<file path="src/hdl/ipv4_address_learning_table_core_defines.svh">
// Assertion macros for the IPv4 address learning table core.
`ifndef IPV4_ADDRESS_LEARNING_TABLE_CORE_DEFINES_SVH
`define IPV4_ADDRESS_LEARNING_TABLE_CORE_DEFINES_SVH

`ifndef SYNTHESIS
`define IALT_ASSERT(label, clk, rst, prop) \
   label: assert property (@(posedge clk) disable iff (rst) prop) \
      else $error("ialt assertion failed");
`define IALT_ASSERT_NEVER(label, clk, rst, expr) \
   label: assert property (@(posedge clk) disable iff (rst) !(expr)) \
      else $error("ialt forbidden condition seen");
`else
`define IALT_ASSERT(label, clk, rst, prop)
`define IALT_ASSERT_NEVER(label, clk, rst, expr)
`endif

`endif

</file>
<file path="src/hdl/ialt_pkg.sv">
// Types and constants shared by the IPv4 address learning table core.
package ialt_pkg;

   localparam int TABLE_DEPTH     = 32;
   localparam int ADDR_W          = (TABLE_DEPTH > 1) ? $clog2(TABLE_DEPTH) : 1;
   localparam int CNT_W           = $clog2(TABLE_DEPTH + 1);
   localparam int TOTAL_W         = 10;
   localparam int BYTES_PER_ENTRY = 12;
   localparam int QUEUE_DEPTH     = 2;
   localparam int QPTR_W          = $clog2(QUEUE_DEPTH);
   localparam int QFILL_W         = $clog2(QUEUE_DEPTH + 1);

   localparam logic [15:0] ETHERTYPE_IPV4 = 16'h0800;

   typedef enum logic {
      OP_OBSERVE = 1'b0,
      OP_DUMP    = 1'b1
   } op_type;

   typedef enum logic [1:0] {
      STATUS_ENTRY = 2'd0,
      STATUS_SHORT = 2'd1,
      STATUS_EMPTY = 2'd2
   } status_type;

   typedef enum logic {
      CMD_LEARN = 1'b0,
      CMD_DUMP  = 1'b1
   } cmd_kind_type;

   typedef enum logic [2:0] {
      ST_IDLE,
      ST_SCAN,
      ST_DUMP_HEAD,
      ST_DUMP_READ,
      ST_DUMP_WAIT
   } eng_state_type;

   typedef struct packed {
      op_type      operation;
      logic        header_complete;
      logic [15:0] ether_type;
      logic [31:0] dst_ip;
      logic [31:0] src_ip;
      logic [47:0] src_mac;
      logic [15:0] buffer_bytes;
   } req_payload_type;

   typedef struct packed {
      status_type          status;
      logic [31:0]         entry_ip;
      logic [47:0]         entry_mac;
      logic [TOTAL_W-1:0]  total_bytes;
      logic                last;
   } rsp_payload_type;

   typedef struct packed {
      cmd_kind_type kind;
      logic [31:0]  dst_ip;
      logic [31:0]  src_ip;
      logic [47:0]  mac;
      logic [15:0]  buffer_bytes;
   } cmd_type;

endpackage

</file>
<file path="src/hdl/ialt_intf.sv">
// Valid/ready channel interfaces for requests, internal commands and results.
interface ialt_req_if import ialt_pkg::*; ();
   logic            valid;
   logic            ready;
   req_payload_type payload;

   modport source (output valid, output payload, input ready);
   modport sink (input valid, input payload, output ready);
endinterface

interface ialt_cmd_if import ialt_pkg::*; ();
   logic    valid;
   logic    ready;
   cmd_type payload;

   modport source (output valid, output payload, input ready);
   modport sink (input valid, input payload, output ready);
endinterface

interface ialt_rsp_if import ialt_pkg::*; ();
   logic            valid;
   logic            ready;
   rsp_payload_type payload;

   modport source (output valid, output payload, input ready);
   modport sink (input valid, input payload, output ready);
endinterface

</file>
<file path="src/hdl/ialt_front.sv">
// Request classifier: turns dumps and complete IPv4 headers into commands, drops the rest.
module ialt_front import ialt_pkg::*; (
   ialt_req_if.sink    req,
   ialt_cmd_if.source  cmd
);

   logic is_dump;
   logic is_ipv4;

   assign is_dump = (req.payload.operation == OP_DUMP);
   assign is_ipv4 = req.payload.header_complete &&
                    (req.payload.ether_type == ETHERTYPE_IPV4);

   assign cmd.valid                = req.valid && (is_dump || is_ipv4);
   assign cmd.payload.kind         = is_dump ? CMD_DUMP : CMD_LEARN;
   assign cmd.payload.dst_ip       = req.payload.dst_ip;
   assign cmd.payload.src_ip       = req.payload.src_ip;
   assign cmd.payload.mac          = req.payload.src_mac;
   assign cmd.payload.buffer_bytes = req.payload.buffer_bytes;

   // dropped requests are taken whenever the queue could take a command
   assign req.ready = cmd.ready;

endmodule

</file>
<file path="src/hdl/ialt_cmd_queue.sv">
// Small command FIFO between the classifier and the table engine.
module ialt_cmd_queue import ialt_pkg::*; (
   input  logic        clock,
   input  logic        reset,
   ialt_cmd_if.sink    push,
   ialt_cmd_if.source  pop
);

   cmd_type             entries_ff [QUEUE_DEPTH];
   logic [QPTR_W-1:0]   wr_ptr_ff, wr_ptr_in;
   logic [QPTR_W-1:0]   rd_ptr_ff, rd_ptr_in;
   logic [QFILL_W-1:0]  fill_ff, fill_in;
   logic                do_push;
   logic                do_pop;

   assign push.ready  = (fill_ff != QFILL_W'(QUEUE_DEPTH));
   assign pop.valid   = (fill_ff != '0);
   assign pop.payload = entries_ff[rd_ptr_ff];

   assign do_push = push.valid && push.ready;
   assign do_pop  = pop.valid && pop.ready;

   always_comb begin
      wr_ptr_in = do_push ? wr_ptr_ff + 1'b1 : wr_ptr_ff;
      rd_ptr_in = do_pop ? rd_ptr_ff + 1'b1 : rd_ptr_ff;
      fill_in   = fill_ff;
      if (do_push && !do_pop) begin
         fill_in = fill_ff + 1'b1;
      end else if (do_pop && !do_push) begin
         fill_in = fill_ff - 1'b1;
      end
   end

   always_ff @(posedge clock) begin
      if (reset) begin
         wr_ptr_ff <= '0;
         rd_ptr_ff <= '0;
         fill_ff   <= '0;
      end else begin
         wr_ptr_ff <= wr_ptr_in;
         rd_ptr_ff <= rd_ptr_in;
         fill_ff   <= fill_in;
      end
   end

   always_ff @(posedge clock) begin
      if (do_push) begin
         entries_ff[wr_ptr_ff] <= push.payload;
      end
   end

endmodule

</file>
<file path="src/hdl/ialt_engine.sv">
// Table engine: sequential IP lookup, insertion and table dump with a result register.
`include "ipv4_address_learning_table_core_defines.svh"

module ialt_engine import ialt_pkg::*; (
   input  logic        clock,
   input  logic        reset,
   ialt_cmd_if.sink    cmd,
   ialt_rsp_if.source  rsp
);

   // entries in insertion order: newest at count - 1
   logic [31:0]         ip_mem_ff  [TABLE_DEPTH];
   logic [47:0]         mac_mem_ff [TABLE_DEPTH];

   eng_state_type       state_ff, state_in;
   cmd_type             cmd_ff, cmd_in;
   logic                phase_ff, phase_in;
   logic [CNT_W-1:0]    count_ff, count_in;
   logic [CNT_W-1:0]    scan_idx_ff, scan_idx_in;
   logic                cmp_vld_ff, cmp_vld_in;
   logic [ADDR_W-1:0]   dump_idx_ff, dump_idx_in;
   logic [31:0]         rd_ip_ff;
   logic [47:0]         rd_mac_ff;
   logic                rsp_valid_ff, rsp_valid_in;
   rsp_payload_type     rsp_ff, rsp_in;

   logic                rd_en;
   logic [ADDR_W-1:0]   rd_addr;
   logic                wr_en;
   logic                load;
   logic [31:0]         cur_ip;
   logic                hit;
   logic                scan_more;
   logic                scan_done;
   logic                offer_end;
   logic                out_free;
   logic [TOTAL_W-1:0]  total;
   logic                dump_short;
   logic                dump_empty;
   logic                pop;

   assign cmd.ready   = (state_ff == ST_IDLE);
   assign pop         = cmd.valid && cmd.ready;
   assign rsp.valid   = rsp_valid_ff;
   assign rsp.payload = rsp_ff;

   assign cur_ip     = phase_ff ? cmd_ff.src_ip : cmd_ff.dst_ip;
   assign hit        = cmp_vld_ff && (rd_ip_ff == cur_ip);
   assign scan_more  = (scan_idx_ff < count_ff);
   assign scan_done  = !hit && !scan_more && !cmp_vld_ff;
   assign offer_end  = hit || scan_done;
   assign out_free   = !rsp_valid_ff || rsp.ready;
   assign total      = TOTAL_W'(count_ff) * TOTAL_W'(BYTES_PER_ENTRY);
   assign dump_short = (cmd_ff.buffer_bytes < 16'(total));
   assign dump_empty = (count_ff == '0);

   always_comb begin
      state_in = state_ff;
      unique case (state_ff)
         ST_IDLE: begin
            if (pop) begin
               state_in = (cmd.payload.kind == CMD_DUMP) ? ST_DUMP_HEAD : ST_SCAN;
            end
         end
         ST_SCAN: begin
            if (offer_end && phase_ff) begin
               state_in = ST_IDLE;
            end
         end
         ST_DUMP_HEAD: begin
            if (dump_short || dump_empty) begin
               if (out_free) begin
                  state_in = ST_IDLE;
               end
            end else begin
               state_in = ST_DUMP_READ;
            end
         end
         ST_DUMP_READ: begin
            state_in = ST_DUMP_WAIT;
         end
         ST_DUMP_WAIT: begin
            if (out_free) begin
               state_in = (dump_idx_ff == '0) ? ST_IDLE : ST_DUMP_READ;
            end
         end
         default: begin
            state_in = ST_IDLE;
         end
      endcase
   end

   always_comb begin
      cmd_in      = cmd_ff;
      phase_in    = phase_ff;
      count_in    = count_ff;
      scan_idx_in = scan_idx_ff;
      cmp_vld_in  = 1'b0;
      dump_idx_in = dump_idx_ff;
      rd_en       = 1'b0;
      rd_addr     = scan_idx_ff[ADDR_W-1:0];
      wr_en       = 1'b0;
      load        = 1'b0;
      rsp_in      = rsp_ff;
      unique case (state_ff)
         ST_IDLE: begin
            if (pop) begin
               cmd_in      = cmd.payload;
               phase_in    = 1'b0;
               scan_idx_in = '0;
            end
         end
         ST_SCAN: begin
            if (hit) begin
               cmp_vld_in = 1'b0;
            end else if (scan_more) begin
               rd_en       = 1'b1;
               rd_addr     = scan_idx_ff[ADDR_W-1:0];
               scan_idx_in = scan_idx_ff + 1'b1;
               cmp_vld_in  = 1'b1;
            end else if (!cmp_vld_ff) begin
               if (count_ff < CNT_W'(TABLE_DEPTH)) begin
                  wr_en    = 1'b1;
                  count_in = count_ff + 1'b1;
               end
            end
            if (offer_end) begin
               phase_in    = 1'b1;
               scan_idx_in = '0;
            end
         end
         ST_DUMP_HEAD: begin
            rsp_in.status      = dump_short ? STATUS_SHORT : STATUS_EMPTY;
            rsp_in.entry_ip    = '0;
            rsp_in.entry_mac   = '0;
            rsp_in.total_bytes = total;
            rsp_in.last        = 1'b1;
            if (dump_short || dump_empty) begin
               load = out_free;
            end else begin
               dump_idx_in = ADDR_W'(count_ff - 1'b1);
            end
         end
         ST_DUMP_READ: begin
            rd_en   = 1'b1;
            rd_addr = dump_idx_ff;
         end
         ST_DUMP_WAIT: begin
            rsp_in.status      = STATUS_ENTRY;
            rsp_in.entry_ip    = rd_ip_ff;
            rsp_in.entry_mac   = rd_mac_ff;
            rsp_in.total_bytes = total;
            rsp_in.last        = (dump_idx_ff == '0);
            if (out_free) begin
               load        = 1'b1;
               dump_idx_in = dump_idx_ff - 1'b1;
            end
         end
         default: begin
            cmp_vld_in = 1'b0;
         end
      endcase
   end

   always_comb begin
      rsp_valid_in = rsp_valid_ff;
      if (load) begin
         rsp_valid_in = 1'b1;
      end else if (rsp.ready) begin
         rsp_valid_in = 1'b0;
      end
   end

   always_ff @(posedge clock) begin
      if (reset) begin
         state_ff     <= ST_IDLE;
         count_ff     <= '0;
         cmp_vld_ff   <= 1'b0;
         rsp_valid_ff <= 1'b0;
      end else begin
         state_ff     <= state_in;
         count_ff     <= count_in;
         cmp_vld_ff   <= cmp_vld_in;
         rsp_valid_ff <= rsp_valid_in;
      end
   end

   always_ff @(posedge clock) begin
      cmd_ff      <= cmd_in;
      phase_ff    <= phase_in;
      scan_idx_ff <= scan_idx_in;
      dump_idx_ff <= dump_idx_in;
      if (load) begin
         rsp_ff <= rsp_in;
      end
   end

   always_ff @(posedge clock) begin
      if (wr_en) begin
         ip_mem_ff[count_ff[ADDR_W-1:0]]  <= cur_ip;
         mac_mem_ff[count_ff[ADDR_W-1:0]] <= cmd_ff.mac;
      end
      if (rd_en) begin
         rd_ip_ff  <= ip_mem_ff[rd_addr];
         rd_mac_ff <= mac_mem_ff[rd_addr];
      end
   end

   `IALT_ASSERT_NEVER(a_count_range, clock, reset, count_ff > CNT_W'(TABLE_DEPTH))
   `IALT_ASSERT(a_count_step, clock, reset, !$past(reset) && (count_ff != $past(count_ff)) |-> (count_ff == $past(count_ff) + 1'b1))
   `IALT_ASSERT(a_count_scan_only, clock, reset, !$past(reset) && (count_ff != $past(count_ff)) |-> ($past(state_ff) == ST_SCAN))
   `IALT_ASSERT(a_dump_idx_range, clock, reset, (state_ff == ST_DUMP_READ) |-> (CNT_W'(dump_idx_ff) < count_ff))
   `IALT_ASSERT(a_scan_is_learn, clock, reset, (state_ff == ST_SCAN) |-> (cmd_ff.kind == CMD_LEARN))

endmodule

</file>
<file path="src/hdl/ipv4_address_learning_table_core.sv">
// IPv4 address learning table core: classifier, command queue and table engine.
// Requests are taken while the two-entry command queue has room.
// A complete IPv4 header runs two lookups, reading one entry a cycle, each inserting
// on a miss while the table has room; other frames are dropped.
// A short or empty dump answers with one header result, else with every entry, newest
// first, each read and then offered. Sync active-high reset empties table and queue.
module ipv4_address_learning_table_core import ialt_pkg::*; (
   input  logic        clock,
   input  logic        reset,
   ialt_req_if.sink    req_chan,
   ialt_rsp_if.source  rsp_chan
);

   ialt_cmd_if front_cmd ();
   ialt_cmd_if eng_cmd ();

   ialt_front u_front (
      .req (req_chan),
      .cmd (front_cmd)
   );

   ialt_cmd_queue u_queue (
      .clock (clock),
      .reset (reset),
      .push  (front_cmd),
      .pop   (eng_cmd)
   );

   ialt_engine u_engine (
      .clock (clock),
      .reset (reset),
      .cmd   (eng_cmd),
      .rsp   (rsp_chan)
   );

endmodule

</file>
<file path="src/flat_wrapper.sv">
// flat-port wrapper written by rule: the top's interface ports become plain ports
module ipv4_address_learning_table_core_flat import ialt_pkg::*;
  (clock, reset, req_chan_valid, req_chan_payload, req_chan_ready, rsp_chan_valid, rsp_chan_payload, rsp_chan_ready);
  ialt_req_if req_chan_i ();
  ialt_rsp_if rsp_chan_i ();
  input  logic clock;
  input  logic reset;
  input wire logic [$bits(req_chan_i.valid)-1:0] req_chan_valid;
  input wire logic [$bits(req_chan_i.payload)-1:0] req_chan_payload;
  output wire logic [$bits(req_chan_i.ready)-1:0] req_chan_ready;
  output wire logic [$bits(rsp_chan_i.valid)-1:0] rsp_chan_valid;
  output wire logic [$bits(rsp_chan_i.payload)-1:0] rsp_chan_payload;
  input wire logic [$bits(rsp_chan_i.ready)-1:0] rsp_chan_ready;
  assign req_chan_i.valid = req_chan_valid;
  assign req_chan_i.payload = req_chan_payload;
  assign req_chan_ready = req_chan_i.ready;
  assign rsp_chan_valid = rsp_chan_i.valid;
  assign rsp_chan_payload = rsp_chan_i.payload;
  assign rsp_chan_i.ready = rsp_chan_ready;
  ipv4_address_learning_table_core u_core (.clock(clock), .reset(reset), .req_chan(req_chan_i), .rsp_chan(rsp_chan_i));
endmodule
</file>
<file path="config.mk">
export PLATFORM = sky130hd
export DESIGN_NAME = ipv4_address_learning_table_core_flat
export DESIGN_NICKNAME = d
export VERILOG_FILES = /design/src/hdl/ialt_pkg.sv /design/src/hdl/ialt_intf.sv /design/src/hdl/ialt_front.sv /design/src/hdl/ialt_cmd_queue.sv /design/src/hdl/ialt_engine.sv /design/src/hdl/ipv4_address_learning_table_core.sv /design/src/flat_wrapper.sv
export VERILOG_INCLUDE_DIRS = /design/src /design/src/hdl
export SDC_FILE = /design/constraint.sdc
export NUM_CORES = 2
export LEC_CHECK = 0
export BUFFER_PORTS_ARGS = -buffer_cell sky130_fd_sc_hd__buf_2
export CORE_UTILIZATION = 30
export DETAILED_ROUTE_END_ITERATION = 12
export PLACE_DENSITY_LB_ADDON = 0.1
export SLEW_MARGIN = 30
export SYNTH_ARGS = -nofsm -noshare
export SYNTH_HDL_FRONTEND = slang
export SYNTH_SLANG_ARGS = --single-unit
export TNS_END_PERCENT = 100
</file>
<file path="constraint.sdc">
create_clock -name clock -period 11.33 [get_ports clock]
set_input_delay 1.6995 -clock clock [delete_from_list [all_inputs] [get_ports clock]]
set_output_delay 1.6995 -clock clock [all_outputs]
set_load 0.1 [all_outputs]
</file>
### Word-level counts from Yosys, hierarchy flattened

Memory sizes are Yosys's and may differ from the RTL's. A register that Yosys moved wholly into a read port is not among the register bits.
Index checks and enable logic that the tools add are counted.
W data, S select, Z words.

* reductions and logical operators: 36
* equality and inequality tests: 15
* add/subtract/negate cells: 8
* $lt $le $gt $ge: 3
* bitwise logic cells: 4
* mux-type cells: 45
* $mul: 1

Operators with widths (count)
* $pmux W93 S2: 1
* $eq A32 B32 Y1: 1
* $mux W32: 1
* $mux W6: 4
* $mux W1: 20
* $eq A16 B12 Y1 const B: 1
* $lt A16 B10 Y1: 1
* $mux W3: 5
* $mux W5: 3
* $pmux W3 S5: 1
* $add A6 B1 Y6 const B: 2
* $pmux W6 S2: 1
* $logic_and A1 B1 Y1: 10
* $mux W2: 5
* $ne A2 B2 Y1 const B: 5
* $pmux W5 S2: 1
* $reduce_bool A2 Y1: 5
* $sub A5 B1 Y5 const B: 2
* $ne A3 B3 Y1 const B: 3
* $mul A6 B2 Y8 const B: 1
* $reduce_and A4 Y1: 2
* $eq A3 B2 Y1 const B: 2
* $logic_not A1 Y1: 6
* $logic_not A6 Y1: 1
* 17 further kinds: 28

* memories: 3
* word-level logic and storage cells: 134
* output and inout port bits: 95
* register bits: 248
* memory bits (writable): 2818
* input bits: 150

Memories
* u_core.u_engine.mac_mem_ff: depth 32, width 48, read ports 1, clocked after memory_dff 1, write ports 1, RTL line ialt_engine.sv:13 `logic [47:0] mac_mem_ff [TABLE_DEPTH];`
* u_core.u_engine.ip_mem_ff: depth 32, width 32, read ports 1, clocked after memory_dff 1, write ports 1, RTL line ialt_engine.sv:12 `logic [31:0] ip_mem_ff [TABLE_DEPTH];`
* u_core.u_queue.entries_ff: depth 2, width 129, read ports 1, clocked after memory_dff 1, write ports 1, RTL line ialt_cmd_queue.sv:9 `cmd_type entries_ff [QUEUE_DEPTH];`

### Logic depth before layout (Yosys ltp)

* depth after elaboration: 10
* gate-level depth with buffers: 13
* gate-level depth less buffers: 13

### Cells and area by module

A second synthesis with hierarchy kept.

* cells, all modules: 8031
* area total of the unflattened synthesis: 122288.5 sq um

By module, submodules not included
* ialt_engine: area each 111682.1 sq um, seq. area each 86372.8 sq um, times used 1, cells each 7468
* ialt_cmd_queue: area each 9566.7 sq um, seq. area each 7847.5 sq um, times used 1, cells each 425
* ialt_front: area each 1039.7 sq um, seq. area each 0.0 sq um, times used 1, cells each 138

### Least setup slack after synthesis

Ideal clock, no wire load.

* path kind: in2reg
* from: input req_chan_payload[136]
* to: memory u_core.u_queue.entries_ff[0][100] in the netlist's numbering (enable)
* slack: 2634 ps
* data required time: 10700 ps
* setup time: 630 ps
* data arrival time: 8066 ps
* buffers on the path: 0
* stages: 5
* cells stage by stage: nor4b_1 nand4_1 nor4_1 o211a_1 nor2b_1

* longest elaborated chain between the ends: 7

RTL lines
* start: declaration: RTL line flat_wrapper.sv:9 `input wire logic [$bits(req_chan_i.payload)-1:0] req_chan_payload;`
* $eq A16 B12 Y1: RTL line ialt_front.sv:12 `(req.payload.ether_type == ETHERTYPE_IPV4);`
* $logic_and A1 B1 Y1: RTL line ialt_front.sv:11 `assign is_ipv4 = req.payload.header_complete &&`
* $logic_or A1 B1 Y1: RTL line ialt_front.sv:14 `assign cmd.valid = req.valid && (is_dump || is_ipv4);`
* $logic_and A1 B1 Y1: RTL line ialt_front.sv:14
* $logic_and A1 B1 Y1: RTL line ialt_cmd_queue.sv:20 `assign do_push = push.valid && push.ready;`
* net u_core.u_queue.do_push: RTL line ialt_cmd_queue.sv:13 `logic do_push;`
* $mux W1: RTL line ialt_cmd_queue.sv:47 `if (do_push) begin`
* $mux W1 (implied by the code): RTL line ialt_cmd_queue.sv:48 `entries_ff[wr_ptr_ff] <= push.payload;`
* end: declaration: RTL line ialt_cmd_queue.sv:9

The timed path passes the listed nets, and every way through them passes these cells.

### Worst setup path in the final report

* from: register u_core.u_engine.count_ff[2]
* to: memory u_core.u_engine.ip_mem_ff[16][28] (enable)

* longest elaborated chain between the ends: 8
* elaborated cells on any way between the ends: 9
* those cells by class: order compare (2); mux (7)

RTL lines
* start: declaration: RTL line ialt_engine.sv:18 `logic [CNT_W-1:0] count_ff, count_in;`
* start signal: assignment: RTL line ialt_engine.sv:182 `count_ff <= count_in;`
* $lt A6 B6 Y1: RTL line ialt_engine.sv:122 `if (count_ff < CNT_W'(TABLE_DEPTH)) begin`
* $mux W1: RTL line ialt_engine.sv:122
* $mux W1: RTL line ialt_engine.sv:121 `end else if (!cmp_vld_ff) begin`
* $mux W1: RTL line ialt_engine.sv:116 `end else if (scan_more) begin`
* $mux W1: RTL line ialt_engine.sv:114 `if (hit) begin`
* $mux W1: RTL line ialt_engine.sv:105 `unique case (state_ff)`
* $mux W1: RTL line ialt_engine.sv:199 `if (wr_en) begin`
* $mux W1 (implied by the code): RTL line ialt_engine.sv:200 `ip_mem_ff[count_ff[ADDR_W-1:0]] <= cur_ip;`
* end: declaration: RTL line ialt_engine.sv:12

Several ways; a longest one is shown, not always the timed one.

==> flow_summary.yaml <==
timing:
  timing.max_slew.rel_slack_pct: 28.0
  highest_achievable_clock_rate_ghz: 0.177
  report.final.setup_viol: 0
  timing.setup.tns_ps: 0
  finClkSkew_ps: 62.1
  period_utilization_pct: 49.9
  final_slew_viol_count: 0
  finalHoldViolCount: 0
  rsz0062_at_grt: "no"
  layout_min_cycle_time_ps: 5660
  timing_worst_slew_pin_value_ps: 1080
synth:
  synth_edf_count: 3123
  syn_avg_cell_area_sq_um: 17.7
  synth_cell_types: 69
  synth_warnings: 0
  postSynth.asyncResetShare_pct: 0
  synth-seq-cells: 3139
  netlist_instances: 7099
  synth_sequential_area_ratio_pct: 75.0
  synth_flop_cell: "sky130_fd_sc_hd__edfxtp_1"
  synth_area_sq_mm: 0.125
critical_path:
  reg2regPathDepth: 11
  crit_slowest_cell: "sky130_fd_sc_hd__buf_4"
  cp.buffers_inverters: 4
  critPathCaptureType: "flip-flop"
  cpPeakStageDelay_ps: 840
  top_cell_family_by_delay_on_the_critical_path: "buffers and inverters"
  crit_arrival_ps: 6230
  critical_path.cell_chain: "inv_1 > ha_1 > o21a_1 > nor2_1 > o31a_1 > nor3_1 > nand2_1 > nor2_4 > buf_4 > buf_4 > buf_4"
  register_to_register_setup_slack_ps: 5670
  worstSetupStartpointType: "flip-flop"
  cp_common_cell: "sky130_fd_sc_hd__buf_4"
  rr_startpoint: "u_core.u_engine.count_ff[2]$_SDFFE_PP0P_"
  timing.setup.critical_path_class: "reg -> reg"
  rr_endpoint: "u_core.u_engine.ip_mem_ff[16][28]$_DFFE_PP_"
  crit_fanout: 32
  critical_path_required_ps: 11900
cts:
  cts_buffer_depth: 4
  cts-buffers-inserted: 360
  clock_tree.htree_level_count: 5
  cts_root_buffer: "sky130_fd_sc_hd__clkbuf_16"
  cts_tree: "built"
  hold_buffers: 0
  cts_setup_buffers: 0
  clock_latency_ps: 970
  clock_sink_count: 3139
  clkTransAtPathRegs_ps: 60
  cts.repair.resized: 0
global_route:
  first_global_vias: 69800
  grt_overflow_total: 0
  grt_start_max_net_pins: 130
  grt_first_pass_wirelength_um: 573000
  antenna_found_initial: 21
  grt_usage_pct: 19.5
detailed_routing:
  initialDrtViolationCount: 5977
  drt_wl_total_um: 418000
  vias: 68100
  drtPass1Iterations: 6
  drt_drc_violations_left: 0
  drt-vias-per-instance: 5.14
  wl_per_cell_um: 31.5
  antenna_left: 0
pwr:
  internal_power_mw: 25.2
  power.clock.fraction_pct: 28.9
  pwr-share-comb_pct: 31.2
  power.density_mw_per_mm2: 269
  swShare_pct: 35.5
  sequentialPowerShare_pct: 39.8
  leakage_nw: 50.3
  net-switching-power_mw: 13.9
  vdd.ir_drop.worst_v: 0.000277
hold_path:
  holdPathEnd: "u_core.u_engine.rsp.payload[20]$_SDFFCE_PN0P_"
  worst_hold_startpoint: "u_core.u_engine.rd_mac_ff[9]$_DFFE_PP_"
  hold_depth: 1
  worst_hold_path_type: "reg -> reg"
placed_design:
  post-place-cells: 12600
  detailedPlacementHpwl_um: 213000
  gp_congestion: 0.762
  io_buffer_count: 240
floorplan:
  die_w_um: 649
  core-area_sq_mm: 0.416
  starting_density_of_the_core_pct: 30.1
  die_height_um: 649
  die_area_sq_mm: 0.421
  row_count: 237
  io_pins: 245
finish:
  synthToLayoutAreaGrowth_pct: 15.9
  final_layout_size_suffix_gt1_share_pct: 17.5
  final_net_count: 7649
  fin_util_pct: 34.9
  post_layout_nonfiller_instances: 13300
status:
  run_status: "finished, final reports clean"
run:
  timing.max_cap.violations: 0
cell usage after synthesis, drive strengths merged, types with 19 or more instances:
| library cell | number | share of area (%) |
|---|---|---|
| a311oi | 54 | 0.38 |
| a21o | 20 | 0.12 |
| a22o | 43 | 0.30 |
| o211ai | 68 | 0.41 |
| a41oi | 54 | 0.38 |
| a211oi | 270 | 1.7 |
| clkbuf | 250 | 0.75 |
| ha | 29 | 0.29 |
| a21oi | 140 | 0.56 |
| inv | 22 | 0.066 |
| edfxtp | 3123 | 75 |
| nor3 | 34 | 0.14 |
| a22oi | 21 | 0.13 |
| nand3 | 95 | 0.38 |
| nor4 | 25 | 0.12 |
| nor2 | 113 | 0.34 |
| buf | 226 | 1.2 |
| mux2i | 1008 | 8.1 |
| mux4 | 101 | 1.8 |
| o221ai | 84 | 0.59 |
| o32ai | 19 | 0.13 |
| nand4 | 20 | 0.10 |
| xor2 | 37 | 0.26 |
| nand2 | 432 | 1.3 |
| mux2 | 210 | 1.9 |
| o21ai | 94 | 0.38 |
| and2 | 86 | 0.43 |
| o22ai | 136 | 0.68 |
| o211a | 185 | 1.5 |
cells by family (layout without fill, tap and decap cells):
family                     Yosys count  after routing  share of synthesized area [%]
DFF                               3139           3139                           75.0
and+or+nand+nor                    831            831                           2.95
AOI/OAI and AO/OA                 1230           1230                           7.53
other                                1             16                        0.00299
xor gates and xnor gates            51             51                          0.356
muxes                             1319           1319                           11.8
adders and majority gates           30             30                          0.305
buffers and inverters              498           1156                           2.06
worst max path at each step:
stage | cells after the start | slack (ps) | from | to
after floorplan | 5 | 2630 | req_chan_payload[136] | u_core.u_queue.entries_ff[0][100]$_DFFE_PP_
after global routing | 11 | 5350 | u_core.u_engine.count_ff[2]$_SDFFE_PP0P_ | u_core.u_engine.mac_mem_ff[17][10]$_DFFE_PP_
after global placement | 10 | 5250 | u_core.u_engine.count_ff[2]$_SDFFE_PP0P_ | u_core.u_engine.mac_mem_ff[6][26]$_DFFE_PP_
after CTS | 11 | 5510 | u_core.u_engine.count_ff[2]$_SDFFE_PP0P_ | u_core.u_engine.ip_mem_ff[16][28]$_DFFE_PP_
after detailed placement | 11 | 5510 | u_core.u_engine.count_ff[2]$_SDFFE_PP0P_ | u_core.u_engine.mac_mem_ff[16][1]$_DFFE_PP_
final | 11 | 5670 | u_core.u_engine.count_ff[2]$_SDFFE_PP0P_ | u_core.u_engine.ip_mem_ff[16][28]$_DFFE_PP_
power groups by stage:
stage | Sequential, mW | Combinational, mW | Clock [mW]
6_report | 15.6 | 12.2 | 11.3
5_1_grt | 15.6 | 13.0 | 12.1
4_1_cts | 15.9 | 12.0 | 11.6
3_5_place_dp | 16.1 | 11.9 | 0
3_3_place_gp | 16.1 | 11.8 | 0
2_1_floorplan | 16.3 | 7.08 | 0
area by class of cell:
cell class	count	area (sq um)
antenna	14	35.0
clock buffer	450	9620
clock inverter	201	1690
fill	39500	271000
inverter	22	92.6
multi-input combinational	3463	29200
sequential	3139	94100
tap	5497	6880
timing repair buffer	483	3780
per-stage QoR:
step | hold WS, ps | total power, mW | instance area, sq um | worst slack [ps]
after floorplan | 481 | 23.4 | 125000 | 2630
after global placement | 490 | 27.9 | 133000 | 5250
after detailed placement | 502 | 28.1 | 134000 | 5510
after CTS | 519 | 39.5 | 145000 | 5510
after global routing | 534 | 40.7 | 145000 | 5350
final | 517 | 39.1 | 145000 | 5670
per-layer routing:
metal  track usage [%]  part of all wire, %  vias up
met5                 0                    0        -
li1                  -                    -    29500
met2              34.1                   50     1906
met3              2.57                  4.5      516
met4              5.34                  3.0        0
met1              25.3                   43    36300
worst reg2reg max path: stages, from the launching register on:
cell and delay, ps:
sky130_fd_sc_hd__dfxtp_1 570, sky130_fd_sc_hd__inv_1 270, sky130_fd_sc_hd__ha_1 350, sky130_fd_sc_hd__o21a_1 110, sky130_fd_sc_hd__nor2_1 50, sky130_fd_sc_hd__o31a_1 330, sky130_fd_sc_hd__nor3_1 560, sky130_fd_sc_hd__nand2_1 650
sky130_fd_sc_hd__nor2_4 240, sky130_fd_sc_hd__buf_4 480, sky130_fd_sc_hd__buf_4 780, sky130_fd_sc_hd__buf_4 880
flip-flops by register name, indices dropped and copies added (netlist names), 2 cells and up, named ones only:
| register | cells |
|---|---|
| u_core.u_engine.cmd_ff | 126 |
| u_core.u_engine.scan_idx_ff | 6 |
| u_core.u_engine.rsp.payload | 91 |
| u_core.u_engine.dump_idx_ff | 5 |
| u_core.u_engine.rd_mac_ff | 48 |
| u_core.u_queue.fill_ff | 2 |
| u_core.u_engine.mac_mem_ff | 1536 |
| u_core.u_engine.rd_ip_ff | 32 |
| u_core.u_engine.state_ff | 3 |
| u_core.u_engine.count_ff | 6 |
| u_core.u_queue.entries_ff | 254 |
| u_core.u_engine.ip_mem_ff | 1024 |
layout by cell type, fill, tap and decap left out, types with 74 or more instances in the layout:
| cell | Yosys | final |
|---|---|---|
| sky130_fd_sc_hd__nand3_1 | 95 | 95 |
| sky130_fd_sc_hd__mux2i_1 | 1007 | 1004 |
| sky130_fd_sc_hd__o22ai_1 | 136 | 136 |
| sky130_fd_sc_hd__clkinv_1 | 0 | 109 |
| sky130_fd_sc_hd__mux2_2 | 209 | 207 |
| sky130_fd_sc_hd__mux4_2 | 101 | 101 |
| sky130_fd_sc_hd__nand2_1 | 431 | 426 |
| sky130_fd_sc_hd__a211oi_1 | 243 | 243 |
| sky130_fd_sc_hd__and2_1 | 86 | 85 |
| sky130_fd_sc_hd__buf_2 | 92 | 240 |
| sky130_fd_sc_hd__nor2_1 | 113 | 76 |
| sky130_fd_sc_hd__o221ai_1 | 84 | 84 |
| sky130_fd_sc_hd__a21oi_1 | 140 | 140 |
| sky130_fd_sc_hd__o211a_1 | 185 | 185 |
| sky130_fd_sc_hd__edfxtp_1 | 3123 | 3123 |
| sky130_fd_sc_hd__clkbuf_1 | 250 | 74 |
| sky130_fd_sc_hd__buf_4 | 51 | 162 |
| sky130_fd_sc_hd__clkbuf_16 | 0 | 370 |
| sky130_fd_sc_hd__o21ai_0 | 87 | 87 |
No activity file was read; power rests on OpenSTA's default activity.
